### config.mk
export PLATFORM = sky130hd
export DESIGN_NAME = scu_reduce
export DESIGN_NICKNAME = d
export VERILOG_FILES = /design/src/hdl/scu_pkg.sv /design/src/hdl/scu_reduce.sv
export SDC_FILE = /design/constraint.sdc
export NUM_CORES = 1
export LEC_CHECK = 0
export BUFFER_PORTS_ARGS = -buffer_cell sky130_fd_sc_hd__buf_2
export CORE_MARGIN = 5
export CORE_UTILIZATION = 42
export CTS_BUF_LIST = sky130_fd_sc_hd__clkbuf_8
export DETAILED_ROUTE_END_ITERATION = 7
export REMOVE_ABC_BUFFERS = 1
export SYNTH_ARGS = -nofsm -noshare
export SYNTH_HDL_FRONTEND = slang
export SYNTH_SLANG_ARGS = --single-unit
### constraint.sdc
create_clock -name clock -period 6.5 [get_ports clock]
set_input_delay 1.3 -clock clock [delete_from_list [all_inputs] [get_ports clock]]
set_output_delay 1.3 -clock clock [all_outputs]
set_load 0.02 [all_outputs]
### src/hdl/scu_pkg.sv
package scu_pkg;

   // Field types of the request and response words
   typedef logic [1:0]         opcode_type;
   typedef logic signed [31:0] angle_type;
   typedef logic signed [31:0] value_type;

   // Opcodes: bit 0 selects cosine, bit 1 selects degrees
   localparam opcode_type OP_SIN_RAD = 2'd0;
   localparam opcode_type OP_COS_RAD = 2'd1;
   localparam opcode_type OP_SIN_DEG = 2'd2;
   localparam opcode_type OP_COS_DEG = 2'd3;

   typedef struct packed {
      opcode_type opcode;
      angle_type  angle;
   } req_word_type;

   typedef struct packed {
      value_type value;
   } rsp_word_type;

   // Radian angle with 32 fraction bits, wide enough for any input
   typedef logic signed [48:0] rad_type;

   // Reduced angle in Q2.30, sign and magnitude
   typedef struct packed {
      logic        neg;
      logic [30:0] mag;
   } red_word_type;

   // Angle constants, 32 fraction bits (pi taken as 3.1415925)
   localparam logic [63:0] PI_Q32            = 64'd13493037045;
   localparam logic [63:0] TWO_PI_Q32        = PI_Q32 * 2;
   localparam logic [63:0] HALF_PI_Q32       = PI_Q32 / 2;
   localparam logic [63:0] THREE_HALF_PI_Q32 = (PI_Q32 * 3) / 2;
   localparam logic [63:0] DEG_TO_RAD_Q32    = PI_Q32 / 180;
   localparam logic [63:0] NINETY_Q16        = 64'd90 * 64'd65536;
   localparam logic [63:0] COS_DEG_OFFSET    = NINETY_Q16 * DEG_TO_RAD_Q32;

   // Reciprocal of 2pi scaled by 2^48, rounded
   localparam logic [63:0] RECIP_TWO_PI = ((64'd1 << 48) + TWO_PI_Q32 / 2) / TWO_PI_Q32;

   // Largest reduced magnitude after rounding to Q2.30
   localparam logic [63:0] MAG_MAX = (HALF_PI_Q32 + 2) >> 2;

   // Taylor coefficients in Q2.30, rounded to nearest
   localparam logic [63:0] ONE_Q30 = 64'd1 << 30;
   localparam logic [63:0] C3_Q30  = (ONE_Q30 + 3) / 6;
   localparam logic [63:0] C5_Q30  = (ONE_Q30 + 60) / 120;
   localparam logic [63:0] C7_Q30  = (ONE_Q30 + 2520) / 5040;
   localparam logic [63:0] C9_Q30  = (ONE_Q30 + 181440) / 362880;

   // Unsigned Q2.30 product, rounded half up on the magnitude
   function automatic logic [37:0] mul_q30(input logic [35:0] a, input logic [31:0] b);
      logic [67:0] p;
      p = 68'(a) * 68'(b) + (68'd1 << 29);
      return p[67:30];
   endfunction

endpackage

### src/hdl/scu_reduce.sv
module scu_reduce (
   input  logic                  clock,
   input  logic                  reset,
   input  logic                  in_valid,
   output logic                  in_ready,
   input  scu_pkg::rad_type      in_x,
   output logic                  out_valid,
   input  logic                  out_ready,
   output scu_pkg::red_word_type out_word
);
   import scu_pkg::*;

   localparam int STAGES = 6;
   localparam logic signed [14:0] Recip       = 15'(RECIP_TWO_PI);
   localparam logic signed [35:0] TwoPiS      = 36'(TWO_PI_Q32);
   localparam logic signed [36:0] TwoPiR      = 37'(TWO_PI_Q32);
   localparam logic [34:0]        TwoPiU      = 35'(TWO_PI_Q32);
   localparam logic [34:0]        PiU         = 35'(PI_Q32);
   localparam logic [34:0]        HalfPiU     = 35'(HALF_PI_Q32);
   localparam logic [34:0]        ThreeHalfPi = 35'(THREE_HALF_PI_Q32);
   localparam logic [32:0]        HalfPiMag   = 33'(HALF_PI_Q32);

   logic [STAGES-1:0] v_ff, v_in, en;

   logic signed [28:0] x_hi;
   rad_type            x1_ff;
   logic signed [43:0] qp1_ff, qp1_in;

   logic signed [15:0] q_est;
   rad_type            x2_ff;
   logic signed [51:0] qt2_ff, qt2_in;

   logic signed [51:0] diff;
   logic signed [36:0] r3_ff;

   logic signed [36:0] rem_sum;
   logic [34:0]        rem4_ff;

   logic               neg5_ff, neg5_in;
   logic [32:0]        fmag5_ff, fmag5_in;

   logic [33:0]        rnd_sum;
   red_word_type       red6_ff, red6_in;

   // Advance a stage when it is empty or its successor advances
   always_comb begin
      en[STAGES-1] = !v_ff[STAGES-1] || out_ready;
      for (int k = STAGES - 2; k >= 0; k--) begin
         en[k] = !v_ff[k] || en[k+1];
      end
   end

   always_comb begin
      v_in = v_ff;
      if (en[0]) begin
         v_in[0] = in_valid;
      end
      for (int k = 1; k < STAGES; k++) begin
         if (en[k]) begin
            v_in[k] = v_ff[k-1];
         end
      end
   end

   always_ff @(posedge clock) begin
      if (reset) begin
         v_ff <= '0;
      end else begin
         v_ff <= v_in;
      end
   end

   // Stage 1: estimate the turn count from the top bits of the angle
   assign x_hi   = in_x[48:20];
   assign qp1_in = x_hi * Recip;

   always_ff @(posedge clock) begin
      if (en[0]) begin
         x1_ff  <= in_x;
         qp1_ff <= qp1_in;
      end
   end

   // Stage 2: scale the estimate back to radians
   assign q_est  = qp1_ff[43:28];
   assign qt2_in = q_est * TwoPiS;

   always_ff @(posedge clock) begin
      if (en[1]) begin
         x2_ff  <= x1_ff;
         qt2_ff <= qt2_in;
      end
   end

   // Stage 3: take the rough remainder, within one turn of the true one
   assign diff = 52'(x2_ff) - qt2_ff;

   always_ff @(posedge clock) begin
      if (en[2]) begin
         r3_ff <= diff[36:0];
      end
   end

   // Stage 4: correct the remainder into one turn
   assign rem_sum = r3_ff[36] ? r3_ff + TwoPiR
                  : ((r3_ff >= TwoPiR) ? r3_ff - TwoPiR : r3_ff);

   always_ff @(posedge clock) begin
      if (en[3]) begin
         rem4_ff <= rem_sum[34:0];
      end
   end

   // Stage 5: fold into the right half plane as sign and magnitude
   always_comb begin
      priority if (rem4_ff > ThreeHalfPi) begin
         neg5_in  = 1'b1;
         fmag5_in = 33'(TwoPiU - rem4_ff);
      end else if (rem4_ff > HalfPiU) begin
         if (rem4_ff > PiU) begin
            neg5_in  = 1'b1;
            fmag5_in = 33'(rem4_ff - PiU);
         end else begin
            neg5_in  = 1'b0;
            fmag5_in = 33'(PiU - rem4_ff);
         end
      end else begin
         neg5_in  = 1'b0;
         fmag5_in = 33'(rem4_ff);
      end
   end

   always_ff @(posedge clock) begin
      if (en[4]) begin
         neg5_ff  <= neg5_in;
         fmag5_ff <= fmag5_in;
      end
   end

   // Stage 6: round to Q2.30, half away from zero
   assign rnd_sum     = 34'(fmag5_ff) + 34'd2;
   assign red6_in.neg = neg5_ff;
   assign red6_in.mag = rnd_sum[32:2];

   always_ff @(posedge clock) begin
      if (en[5]) begin
         red6_ff <= red6_in;
      end
   end

   assign in_ready  = en[0];
   assign out_valid = v_ff[STAGES-1];
   assign out_word  = red6_ff;

`ifndef SYNTHESIS
   rough_rem_range: assert property (@(posedge clock) disable iff (reset)
      v_ff[2] |-> (r3_ff >= -TwoPiR) && (r3_ff < TwoPiR + TwoPiR))
      else $error("turn estimate off by more than one");

   rem_in_turn: assert property (@(posedge clock) disable iff (reset)
      v_ff[3] |-> rem4_ff < TwoPiU)
      else $error("corrected remainder outside one turn");

   fold_in_range: assert property (@(posedge clock) disable iff (reset)
      v_ff[4] |-> fmag5_ff <= HalfPiMag)
      else $error("folded angle beyond a quarter turn");
`endif

endmodule

==> qor.csv <==
metric;value;unit
routedWlPerCell;16.53;um
final_nets;3684;
finalCritPeriodShare;97.85;%
cts_tree;yes;
seq_area_frac_synth;28.46;%
clock.fmax;0.1572;GHz
dpl.hpwl;54.14;mm
routed_wl;64.59;mm
grt_pass1_wl;105.2;mm
drc_errors;0;
port_buffers;86;
status;completed;
timing_worst_setup_path_type;in2reg;
async_reset_ff_share;0;%
synth_area_per_cell;10.30;um^2
cts_buffers;45;
clk-insertion-delay-late;0.62;ns
crit_required;6.87;ns
start_kind;input port;
cp_top_family;adder cells;
synthDistinctLibCells;85;
start_util;42.17;%
cts_sinks;269;
cts.htree.levels;2;
synthCells;2734;
path_buf_inv;6;
first_pass_iters;5;
grt_overflow_total;0;
syn_area;0.02817;mm^2
finalHoldViolCount;0;
synth-edff-count;263;
layout_commonest_cell;inv_1;
synth_warnings;0;
coreArea;0.06680;mm^2
drive_gt1_share;15.64;%
area_growth;14.57;%
maxSlewViolCount;0;
cpPeakStageDelay;0.55;ns
rows;95;
clock_tree.buffer_depth;3;
finalSetupViolations;0;
crit_path_end_kind;register;
track_usage;17.95;%
via_count;19660;
synth-main-ff-cell;edfxtp_1;
ios;87;
fp.dieW;269.0;um
maxSlewHeadroom;21.06;%
crit_chain;buf_2 -> inv_4 -> fa_1 -> fa_1 -> inv_1 -> ha_1 -> fa_1 -> fa_1 -> inv_1 -> fa_1 -> inv_1 -> ha_1 -> nand3_2 -> or4_1 -> o211a_1 -> a22oi_2 -> a21o_1 -> a21oi_2 -> o31ai_4 -> buf_4 -> a31oi_1 -> xnor2_1;
antenna_left;0;
die_area;0.07234;mm^2
die_h;269.0;um
worst_pin_slew;1.183;ns
met3_usage;2.491;%
drt_iter0_markers;799;
busiest_layer;met2;
grt.met2_usage;33.59;%
final_cell_mix;inv_1 (565), fa_1 (313), ha_1 (292);
routabilityCongestion;0.9386;
vias_per_cell;5.031;
grt_pass1_vias;20860;
min_period;6.360;ns
maxCapViolations;0;
skew;0.03525;ns
grt_max_degree;75;
hold_class;reg2reg;
antenna_found_initial;3;
path_common_cell;fa_1;
critPathSlowestCell;fa_1;
ys_ff_latch;269;
worstPathMaxFanout;4;
utilization;48.31;%
clk_pin_slew;0.06;ns
cts_root_buf;clkbuf_8;
gr-usage-met1;21.43;%
worstPathArrival;6.73;ns
-- routing by layer --
layer | share of wire (%) | wire length (um)
met4 | 3.4 | 2209
met5 | 0.020 | 13
met2 | 53 | 34320
met3 | 3.6 | 2346
met1 | 40 | 25700
-- sequential cells by signal (all words and copies together) (netlist names) --
register / flops
neg5_ff: 1
v_ff: 6
rem4_ff: 35
out_word: 32
qp1_ff: 16
x1_ff: 37
fmag5_ff: 32
qt2_ff: 36
x2_ff: 37
r3_ff: 37
-- cells by family (layout without fill, tap and decap cells) --
| logic type | count (synthesis) | count (layout) | share of synthesized area (%) |
|---|---|---|---|
| buf+inv | 663 | 960 | 9.017 |
| compound gates | 473 | 473 | 10.92 |
| mux | 4 | 4 | 0.1422 |
| xor+xnor | 203 | 203 | 6.312 |
| fa+ha+maj | 632 | 632 | 36.71 |
| simple gates | 490 | 490 | 8.431 |
| flops | 269 | 269 | 28.46 |
| other cells | 0 | 3 | 0 |
-- area by class of cell --
cell class	instances	area, um^2
clock buffer	45	619.3
fill	6178	34530
multi-input combinational	1802	18030
inverter	592	2256
tap	873	1092
antenna	3	7.507
sequential	269	8018
clock inverter	34	275.3
timing repair buffer	289	1972
-- cell usage after synthesis (11+ instances only) --
| library cell | instances | area share [%] |
|---|---|---|
| edfxtp_1 | 263 | 28 |
| and2_1 | 11 | 0.24 |
| ha_1 | 308 | 14 |
| and3_1 | 20 | 0.44 |
| nor2_1 | 128 | 1.7 |
| xnor2_1 | 138 | 4.3 |
| o31ai_1 | 14 | 0.37 |
| fa_1 | 324 | 23 |
| a21oi_1 | 133 | 2.4 |
| nand3_1 | 58 | 1.0 |
| xor2_1 | 65 | 2.0 |
| o21a_1 | 13 | 0.35 |
| o21ai_1 | 40 | 0.71 |
| a21o_1 | 55 | 1.5 |
| o21ai_0 | 64 | 1.1 |
| nand2b_1 | 16 | 0.36 |
| nor3_1 | 18 | 0.32 |
| a31oi_1 | 31 | 0.69 |
| nor2b_1 | 17 | 0.38 |
| nand2_1 | 136 | 1.8 |
| nor4_1 | 12 | 0.27 |
| buf_2 | 17 | 0.30 |
| o22ai_1 | 12 | 0.27 |
| o211ai_1 | 14 | 0.37 |
| nand4_1 | 25 | 0.56 |
| clkbuf_1 | 46 | 0.61 |
| inv_1 | 590 | 7.9 |
-- timing repair --
action / CTS / global route
setup endpoints to repair: 8 / 19
resized for setup: 5 / 101
gates cloned: 0 / 0
endpoints found under the hold margin: 0 / 0
hold buffers: 0 / 0
pin swaps: 1 / 73
setup buffers: 0 / 12
-- final timing paths --
check	startpoint	to	slack, ns	cells past startpoint
worst min register to register	x1_ff[35]	x2_ff[35]	0.42	0
worst min-delay path	x1_ff[35]	x2_ff[35]	0.42	0
worst max-delay path	in_x[38]	qp1_ff[40]	0.14	22
worst max register to register	qp1_ff[33]	qt2_ff[30]	0.19	21
-- through the flow --
stage               instances  hold WS [ns]  cell area (um^2)  setup TNS, ns  setup WS [ns]
finish                   3907        0.4153             32270              0         0.1400
global route             3905        0.4200             32260        -0.1731       -0.05595
CTS                      3892        0.4158             31730              0        0.01794
detailed placement       3813        0.4045             30820         -6.589        -0.7111
global placement         3813        0.4032             30820         -5.772        -0.6710
floorplan                2663        0.4003             27850         -2.151        -0.4473
Power is left out: the tool's default activity adds up to more than one toggle a clock period on the data nets, which glitch-free logic cannot reach.
