<file path="src/hdl/scu_pkg.sv">
package scu_pkg;

   // Field types of the request and response words
   typedef logic [1:0]         opcode_type;
   typedef logic signed [31:0] angle_type;
   typedef logic signed [31:0] value_type;

   // Opcodes: bit 0 selects cosine, bit 1 selects degrees
   localparam opcode_type OP_SIN_RAD = 2'd0;
   localparam opcode_type OP_COS_RAD = 2'd1;
   localparam opcode_type OP_SIN_DEG = 2'd2;
   localparam opcode_type OP_COS_DEG = 2'd3;

   typedef struct packed {
      opcode_type opcode;
      angle_type  angle;
   } req_word_type;

   typedef struct packed {
      value_type value;
   } rsp_word_type;

   // Radian angle with 32 fraction bits, wide enough for any input
   typedef logic signed [48:0] rad_type;

   // Reduced angle in Q2.30, sign and magnitude
   typedef struct packed {
      logic        neg;
      logic [30:0] mag;
   } red_word_type;

   // Angle constants, 32 fraction bits (pi taken as 3.1415925)
   localparam logic [63:0] PI_Q32            = 64'd13493037045;
   localparam logic [63:0] TWO_PI_Q32        = PI_Q32 * 2;
   localparam logic [63:0] HALF_PI_Q32       = PI_Q32 / 2;
   localparam logic [63:0] THREE_HALF_PI_Q32 = (PI_Q32 * 3) / 2;
   localparam logic [63:0] DEG_TO_RAD_Q32    = PI_Q32 / 180;
   localparam logic [63:0] NINETY_Q16        = 64'd90 * 64'd65536;
   localparam logic [63:0] COS_DEG_OFFSET    = NINETY_Q16 * DEG_TO_RAD_Q32;

   // Reciprocal of 2pi scaled by 2^48, rounded
   localparam logic [63:0] RECIP_TWO_PI = ((64'd1 << 48) + TWO_PI_Q32 / 2) / TWO_PI_Q32;

   // Largest reduced magnitude after rounding to Q2.30
   localparam logic [63:0] MAG_MAX = (HALF_PI_Q32 + 2) >> 2;

   // Taylor coefficients in Q2.30, rounded to nearest
   localparam logic [63:0] ONE_Q30 = 64'd1 << 30;
   localparam logic [63:0] C3_Q30  = (ONE_Q30 + 3) / 6;
   localparam logic [63:0] C5_Q30  = (ONE_Q30 + 60) / 120;
   localparam logic [63:0] C7_Q30  = (ONE_Q30 + 2520) / 5040;
   localparam logic [63:0] C9_Q30  = (ONE_Q30 + 181440) / 362880;

   // Unsigned Q2.30 product, rounded half up on the magnitude
   function automatic logic [37:0] mul_q30(input logic [35:0] a, input logic [31:0] b);
      logic [67:0] p;
      p = 68'(a) * 68'(b) + (68'd1 << 29);
      return p[67:30];
   endfunction

endpackage

</file>
<file path="src/hdl/scu_angle.sv">
module scu_angle (
   input  logic                 clock,
   input  logic                 reset,
   input  logic                 in_valid,
   output logic                 in_ready,
   input  scu_pkg::req_word_type in_word,
   output logic                 out_valid,
   input  logic                 out_ready,
   output scu_pkg::rad_type     out_x
);
   import scu_pkg::*;

   localparam int STAGES = 3;
   localparam logic signed [27:0] DegScale  = 28'(DEG_TO_RAD_Q32);
   localparam logic signed [59:0] HalfPi    = 60'(HALF_PI_Q32);
   localparam logic signed [59:0] CosDegOff = 60'(COS_DEG_OFFSET);

   logic [STAGES-1:0] v_ff, v_in, en;

   logic signed [31:0] angle_s;
   opcode_type         op1_ff;
   logic signed [31:0] ang1_ff;
   logic signed [59:0] prod1_ff, prod1_in;

   logic               is_cos, is_deg;
   logic signed [59:0] rad_base, base, offset;
   logic               deg2_ff;
   logic signed [59:0] raw2_ff, raw2_in;

   logic signed [59:0] rnd_sum;
   logic signed [43:0] deg_x;
   rad_type            x3_ff, x3_in;

   // Advance a stage when it is empty or its successor advances
   always_comb begin
      en[STAGES-1] = !v_ff[STAGES-1] || out_ready;
      for (int k = STAGES - 2; k >= 0; k--) begin
         en[k] = !v_ff[k] || en[k+1];
      end
   end

   always_comb begin
      v_in = v_ff;
      if (en[0]) begin
         v_in[0] = in_valid;
      end
      for (int k = 1; k < STAGES; k++) begin
         if (en[k]) begin
            v_in[k] = v_ff[k-1];
         end
      end
   end

   always_ff @(posedge clock) begin
      if (reset) begin
         v_ff <= '0;
      end else begin
         v_ff <= v_in;
      end
   end

   // Stage 1: scale the angle as degrees
   assign angle_s  = in_word.angle;
   assign prod1_in = angle_s * DegScale;

   always_ff @(posedge clock) begin
      if (en[0]) begin
         op1_ff   <= in_word.opcode;
         ang1_ff  <= angle_s;
         prod1_ff <= prod1_in;
      end
   end

   // Stage 2: pick the unit and add the quarter turn for cosine
   always_comb begin
      unique case (op1_ff)
         OP_SIN_RAD: begin
            is_cos = 1'b0;
            is_deg = 1'b0;
         end
         OP_COS_RAD: begin
            is_cos = 1'b1;
            is_deg = 1'b0;
         end
         OP_SIN_DEG: begin
            is_cos = 1'b0;
            is_deg = 1'b1;
         end
         OP_COS_DEG: begin
            is_cos = 1'b1;
            is_deg = 1'b1;
         end
         default: begin
            is_cos = 1'b0;
            is_deg = 1'b0;
         end
      endcase
   end

   assign rad_base = {{12{ang1_ff[31]}}, ang1_ff, 16'd0};
   assign base     = is_deg ? prod1_ff : rad_base;
   assign offset   = !is_cos ? 60'sd0 : (is_deg ? CosDegOff : HalfPi);
   assign raw2_in  = base + offset;

   always_ff @(posedge clock) begin
      if (en[1]) begin
         deg2_ff <= is_deg;
         raw2_ff <= raw2_in;
      end
   end

   // Stage 3: round the degree product to 32 fraction bits, half away from zero
   assign rnd_sum = raw2_ff + (raw2_ff[59] ? 60'sd32767 : 60'sd32768);
   assign deg_x   = rnd_sum[59:16];
   assign x3_in   = deg2_ff ? 49'(deg_x) : raw2_ff[48:0];

   always_ff @(posedge clock) begin
      if (en[2]) begin
         x3_ff <= x3_in;
      end
   end

   assign in_ready  = en[0];
   assign out_valid = v_ff[STAGES-1];
   assign out_x     = x3_ff;

endmodule

</file>
<file path="config.mk">
export PLATFORM = sky130hd
export DESIGN_NAME = scu_angle
export DESIGN_NICKNAME = d
export VERILOG_FILES = /design/src/hdl/scu_pkg.sv /design/src/hdl/scu_angle.sv
export SDC_FILE = /design/constraint.sdc
export NUM_CORES = 1
export LEC_CHECK = 0
export ABC_AREA = 1
export BUFFER_PORTS_ARGS = -buffer_cell sky130_fd_sc_hd__buf_2
export CAP_MARGIN = 0
export CORE_MARGIN = 2
export CORE_UTILIZATION = 48
export CTS_CLUSTER_DIAMETER = 100
export DETAILED_ROUTE_END_ITERATION = 10
export HOLD_SLACK_MARGIN = 0.1
export PLACE_DENSITY = 0.69
export SYNTH_ARGS = -nofsm -noshare
export SYNTH_HDL_FRONTEND = slang
export SYNTH_SLANG_ARGS = --single-unit
</file>
<file path="constraint.sdc">
create_clock -name clock -period 8 [get_ports clock]
set_clock_uncertainty 0.2 [all_clocks]
set_input_delay 0.4 -clock clock [delete_from_list [all_inputs] [get_ports clock]]
set_output_delay 0.4 -clock clock [all_outputs]
set_load 0.02 [all_outputs]
</file>
==> impl_results.md, run 1 <==
* Status: complete, no violations
* Synth area leader: fa_1
* Grt peak-use layer: met2
* Final nets at roughly 4.7k
* Cts bufs inserted at 27
* Largest net degree at the start of global routing at 65
* Reg2Reg Depth at 14
* Final Instance Area at 32700 um^2
* R2r endpoint: raw2_ff[33]$_DFFE_PP_
* Gpl congestion at 1.02
* Final Hold Fails at 0
* CP max FO at 9
* Tmin final at between 7000 and 8000 ps
* Post-synthesis sequential area ratio at 0.200
* Setup TNS at 0 ps
* Post-Syn Nets at 4572
* Chip Width at approximately 250 um
* Initial antenna violation count at 0
* Hold Crit Start: in_word[14]
* Initial cell density of the core at 0.486
* Crit-path cells: dlygate4sd3_1 -> buf_2 -> inv_1 -> fa_1 -> fa_1 -> inv_1 -> fa_1 -> fa_1 -> fa_1 -> fa_1 -> inv_1 -> fa_1 -> inv_1 -> ha_1 -> nand2_1 -> nor4_1 -> nand2_1 -> inv_1 -> nand2_1 -> nand3_1 -> nand2_1
* Count of final max-slew check failures at 0
* Yosys top cell area share at 0.246
* Worst-skew pair later-pin latency at 580 ps
* WHS at ~130 ps
* Async set-reset flop share out of synthesis at 0
* Reg2reg setup slack at slightly above 4000 ps
* Post-synth top flop: edfxtp_1
* Most common cell in the netlist: nand2_1
* Largest delay share family, worst path: adder cells
* Placed cell count at 4739
* Global-route wire length before repair at 142000 um
* Drt pass-1 iters at 7
* RSZ-0062 raised after global routing: false
* Die footprint at 64700 um^2
* DRC Markers at 0
* CTS Sinks at 201
* Drt via density at 5.07
* Synth warn at 0
* CP max-delay cell: nor4_1
* Routed via count at 24.4k
* Hold depth at 1
* Max-slew headroom at 0.375
* Share of cells above drive strength 1 at 0.0530
* Synthesized area at 30100 um^2
* GR Layer Usage met2 at 0.509
* Post-CTS sizing at 0
* Tcrit/Tclk final at 0.877
* Post-route ant nets at 0
* CP max stage delay at 630 ps
* Worst path required time at 8130 ps
* Most frequent cell on the critical path: fa_1
* GRT met1 Usage at 0.352
* Diode count at 0
* Syn avg cell area at 7.84 um^2
* Critical Path Source Type: primary input
* Hpwl dp at between 70000 and 80000 um
* Post-route insts no fill at 4819
* DR WL/cell at 18.6 um
* Yosys reg bits at 201
* Clock root buffer: clkbuf_16
* Io pins at 89
* Main area contributors after synthesis: fa_1 (25%), edfxtp_1 (20%), ha_1 (14%)
* GRT Resource Usage Total at 0.288
* Worst hold endpoint: ang1_ff[14]$_DFFE_PP_
* M3 GR Usage at 0.0298
* Row count at 91
* Core area at just over 60000 um^2
* Syn Inst Count at approximately 3.8k
* Critical setup path kind: in -> reg
* H-tree depth at 1
* Reg2reg start: op1_ff[1]$_DFFE_PP_
* Height of the die at 254 um
* Synth cell count leaders: nand2_1 (1032), inv_1 (1006), fa_1 (370), ha_1 (330), nor2_1 (260)
* Max-cap check violation count at 0
* CTS tree: built
* Clock slew at reported path FFs at 60 ps
* Final wirelength at between 80000 and 90000 um
* Buf/Inv on CP at 7
* Maximum clock path buffer count at 3
* Setup violators final at 0
* Vias in the first global route at 25.8k
* Worst min-delay path class: in -> reg
* Critical Path AT at 7140 ps
* Max Freq at 0.143 GHz
* Dpl cell area at 31500 um^2
* P&R area growth vs syn at 8.76%
* Count of flip-flops with a built-in enable after synthesis at roughly 200
* I/O Buffers at 88
* Iter 0 DRT Violations at 1392
* Crit. End Element: flop
* Measured slew at the worst slew-check pin at between 900 and 1000 ps
* Yosys cell types at 46
* Gr ovfl total at 0
-- kinds of logic (layout without fill, tap and decap cells) --
family,count (synthesis),after routing,share of synthesized area
AOI/OAI and AO/OA,220,220,0.0428
xor gates and xnor gates,67,67,0.0195
adders and majority gates,700,700,0.384
buffers and inverters,1036,1184,0.131
DFF,201,201,0.200
and+or+nand+nor,1610,1610,0.223
-- through the flow --
step	utilization	worst slack (ps)
after global placement	0.509	981
after detailed placement	0.509	978
after floorplan	-	2050
after CTS	0.529	1060
after global routing	0.529	723
final	0.529	984
-- registers in the layout, indices dropped and copies added (netlist names) --
signal and count:
v_ff 3, ang1_ff 32, prod1_ff 55, out_x 49, op1_ff 2, raw2_ff 59, deg2_ff 1
-- what timing repair did --
| item | 4_1_cts | 5_1_grt |
|---|---|---|
| setup buffers | 0 | 0 |
| hold endpoints to repair | 33 | 0 |
| hold buffers | 32 | 0 |
| endpoints found under the setup margin | 0 | 0 |
-- metal layers --
layer	vias up	share of wire
li1	11900	-
met1	11600	0.41
met2	754	0.48
met3	225	0.049
met4	0	0.054
met5	-	0
-- cell usage in the layout (no fill, tap or decap), types with 4 or more instances in the layout --
cell           netlist  final
nand2_1           1032   1030
inv_1             1006   1005
fa_1               370    370
ha_1               330    330
nor2_1             260    260
edfxtp_1           198    198
nand3_1            166    166
a21oi_1            100    100
buf_2                2     88
o21ai_0             59     59
nand4_1             47     47
xor2_1              47     47
dlygate4sd3_1        0     32
clkbuf_16            0     27
o21bai_1            23     23
nor3_1              21     21
nor2_2              21     21
xnor2_1             20     20
nand2_2             13     14
nand2_4             12     13
nand3b_1            12     12
buf_4                1      9
a31oi_1              8      8
or2_2                7      7
a21o_1               6      6
o21a_1               6      6
a21boi_0             6      6
clkbuf_1            19      5
and2_1               4      4
nor4_1               4      4
o21ai_4              4      4
nand3_2              4      4
bufinv_16            0      4
-- how the worst max path moves through the flow --
stage | startpoint | endpoint | cells past startpoint
after floorplan | in_word[31] | prod1_ff[58]$_DFFE_PP_ | 24
after global placement | in_word[14] | prod1_ff[32]$_DFFE_PP_ | 19
after detailed placement | in_word[15] | prod1_ff[58]$_DFFE_PP_ | 20
after CTS | in_word[15] | prod1_ff[58]$_DFFE_PP_ | 21
after global routing | in_word[5] | prod1_ff[59]$_DFFE_PP_ | 27
final | in_word[15] | prod1_ff[42]$_DFFE_PP_ | 21
-- worst reg2reg max path: stages (launching register included) --
cell and delay (ps):
edfxtp_1 350, buf_4 390, inv_4 330, nand2_1 350, inv_1 190, ha_1 370, nand2_1 60, nand2_1 50
o21ai_0 120, o21ai_0 630, nand2_1 110, nand2_1 170, inv_1 60, o21bai_1 160, xor2_1 90
-- area by class of cell --
cell class                 count  area [um^2]
sequential                   201         6010
clock inverter                16          206
clock buffer                  32          694
fill                        6010        29100
tap                          837         1050
inverter                    1007         3780
timing repair buffer         129          828
multi-input combinational   2597        20100
Power of run 1 is not shown: default switching activity piles up to over one toggle a cycle in this logic, so the estimate is an artifact.
==> run 2: changes to the inputs <==
Settings changed: CTS_BUF_LIST set to sky130_fd_sc_hd__clkbuf_2.
==> impl_results.md, run 2 (same netlist as run 1, synthesis figures left out) <==
* Status: complete, no violations
* Hpwl dp at roughly 77000 um
* Row count at a little over 90
* Reg2reg setup slack at 4060 ps
* Worst path required time at 8530 ps
* DRC Markers at 0
* Setup TNS at 0 ps
* Most frequent cells in the layout: nand2_1 (1030), inv_1 (1005), fa_1 (370), ha_1 (330), nor2_1 (260)
* Post-CTS sizing at 0
* Count of final max-slew check failures at 0
* Layout filler cell count at 6095
* Height of the die at 254 um
* Global-route wire length before repair at 142000 um
* H-tree depth at 2
* Final wirelength at around 90000 um
* Crit. End Element: flop
* Most frequent cell on the critical path: fa_1
* Clock root buffer: clkbuf_2
* Hold Crit Start: in_word[6]
* Measured slew at the worst slew-check pin at between 900 and 1000 ps
* DR WL/cell at between 15 and 20 um
* Largest net degree at the start of global routing at 65
* Area of the multi-input gates at 20100 um^2
* CP max stage delay at 620 ps
* GRT Resource Usage Total at 0.289
* Vias in the first global route at 26.1k
* Critical Path AT at 7130 ps
* Tcrit/Tclk final at 0.825
* Worst-skew pair later-pin latency at 990 ps
* Post-CTS Setup Inserts at 0
* Max-cap check violation count at 0
* Top reg by flops: raw2_ff
* Post-route ant nets at 0
* Final Hold Fails at 0
* Initial cell density of the core at 0.486
* Gr ovfl total at 0
* P&R area growth vs syn at 7.88%
* Hold-fix buffers at CTS at 53
* Hold depth at 2
* Die footprint at 64700 um^2
* Tmin final at 6600 ps
* Final nets at ~4.7k
* Commonest non-fill, non-tap cell in the layout: nand2_1
* Chip Width at approximately 250 um
* Io pins at 89
* Max Freq at 0.152 GHz
* Max reg flops at 59
* Critical Path Source Type: primary input
* Buf/Inv on CP at 7
* CTS Sinks at 201
* Initial antenna violation count at 3
* Reg2reg start: op1_ff[1]$_DFFE_PP_
* Drt via density at roughly 5.1
* I/O Buffers at 88
* CTS tree: built
* Crit-path cells: dlygate4sd3_1 -> buf_2 -> inv_1 -> fa_1 -> fa_1 -> inv_1 -> fa_1 -> fa_1 -> fa_1 -> fa_1 -> inv_1 -> fa_1 -> inv_1 -> ha_1 -> nand2_1 -> nor4_1 -> nand2_1 -> inv_1 -> nand2_1 -> nand3_1 -> nand2_1
* Reg2Reg Depth at 14
* Maximum clock path buffer count at 3
* Cts bufs inserted at 54
* CP max FO at 9
* Largest delay share family, worst path: adder cells
* Max-slew headroom at 0.382
* Worst min-delay path class: in -> reg
* Routed via count at 24.7k
* R2r endpoint: raw2_ff[57]$_DFFE_PP_
* Clock slew at reported path FFs at 90 ps
* Iter 0 DRT Violations at 1596
* Setup violators final at 0
* Critical setup path kind: in -> reg
* Gpl congestion at 1.02
* RSZ-0062 raised after global routing: false
* WHS at 160 ps
* Share of cells above drive strength 1 at 0.0607
* Worst hold endpoint: ang1_ff[6]$_DFFE_PP_
* Drt pass-1 iters at 7
* FF/Latch Area at 6010 um^2
* CP max-delay cell: nor4_1
* Core area at 61800 um^2
run 2: cell count changes in the layout (fill, tap and decap cells not counted), sizes merged:
cell	before	now
diode	0	4
clkbuf	32	69
bufinv	4	0
clkinv	8	15
inv	1011	1007
dlygate4sd3	32	53
run 2: metrics by stage:
step	cells	instance area [um^2]	worst slack [ps]	util
after floorplan	3834	30100	2050	-
after global placement	4739	31500	981	0.509
after detailed placement	4739	31500	978	0.509
after CTS	4876	32400	1530	0.524
after global routing	4878	32400	1190	0.525
final	4880	32400	1400	0.525
run 2: worst max path at each step:
| stage | from | endpoint | slack [ps] | cells past startpoint |
|---|---|---|---|---|
| final | in_word[15] | prod1_ff[42]$_DFFE_PP_ | 1400 | 21 |
| after floorplan | in_word[31] | prod1_ff[58]$_DFFE_PP_ | 2050 | 24 |
| after CTS | in_word[15] | prod1_ff[42]$_DFFE_PP_ | 1530 | 21 |
| after global placement | in_word[14] | prod1_ff[32]$_DFFE_PP_ | 980 | 19 |
| after detailed placement | in_word[15] | prod1_ff[58]$_DFFE_PP_ | 980 | 20 |
| after global routing | in_word[15] | prod1_ff[58]$_DFFE_PP_ | 1190 | 21 |
run 2: final cells by class:
type	count	share of cell area
antenna	4	0.000309
clock buffer	69	0.0106
clock inverter	15	0.00220
inverter	1007	0.117
multi-input combinational	2597	0.621
sequential	201	0.185
tap	837	0.0323
timing repair buffer	150	0.0320
run 2: per-layer routing:
metal	global-route usage	vias up	routed length, um
met5	0	-	0
met2	0.508	837	43400
met3	0.0359	267	4820
met1	0.350	11600	36300
met4	0.146	0	5240
li1	-	12000	-
Power of run 2 is left out for the same reason.
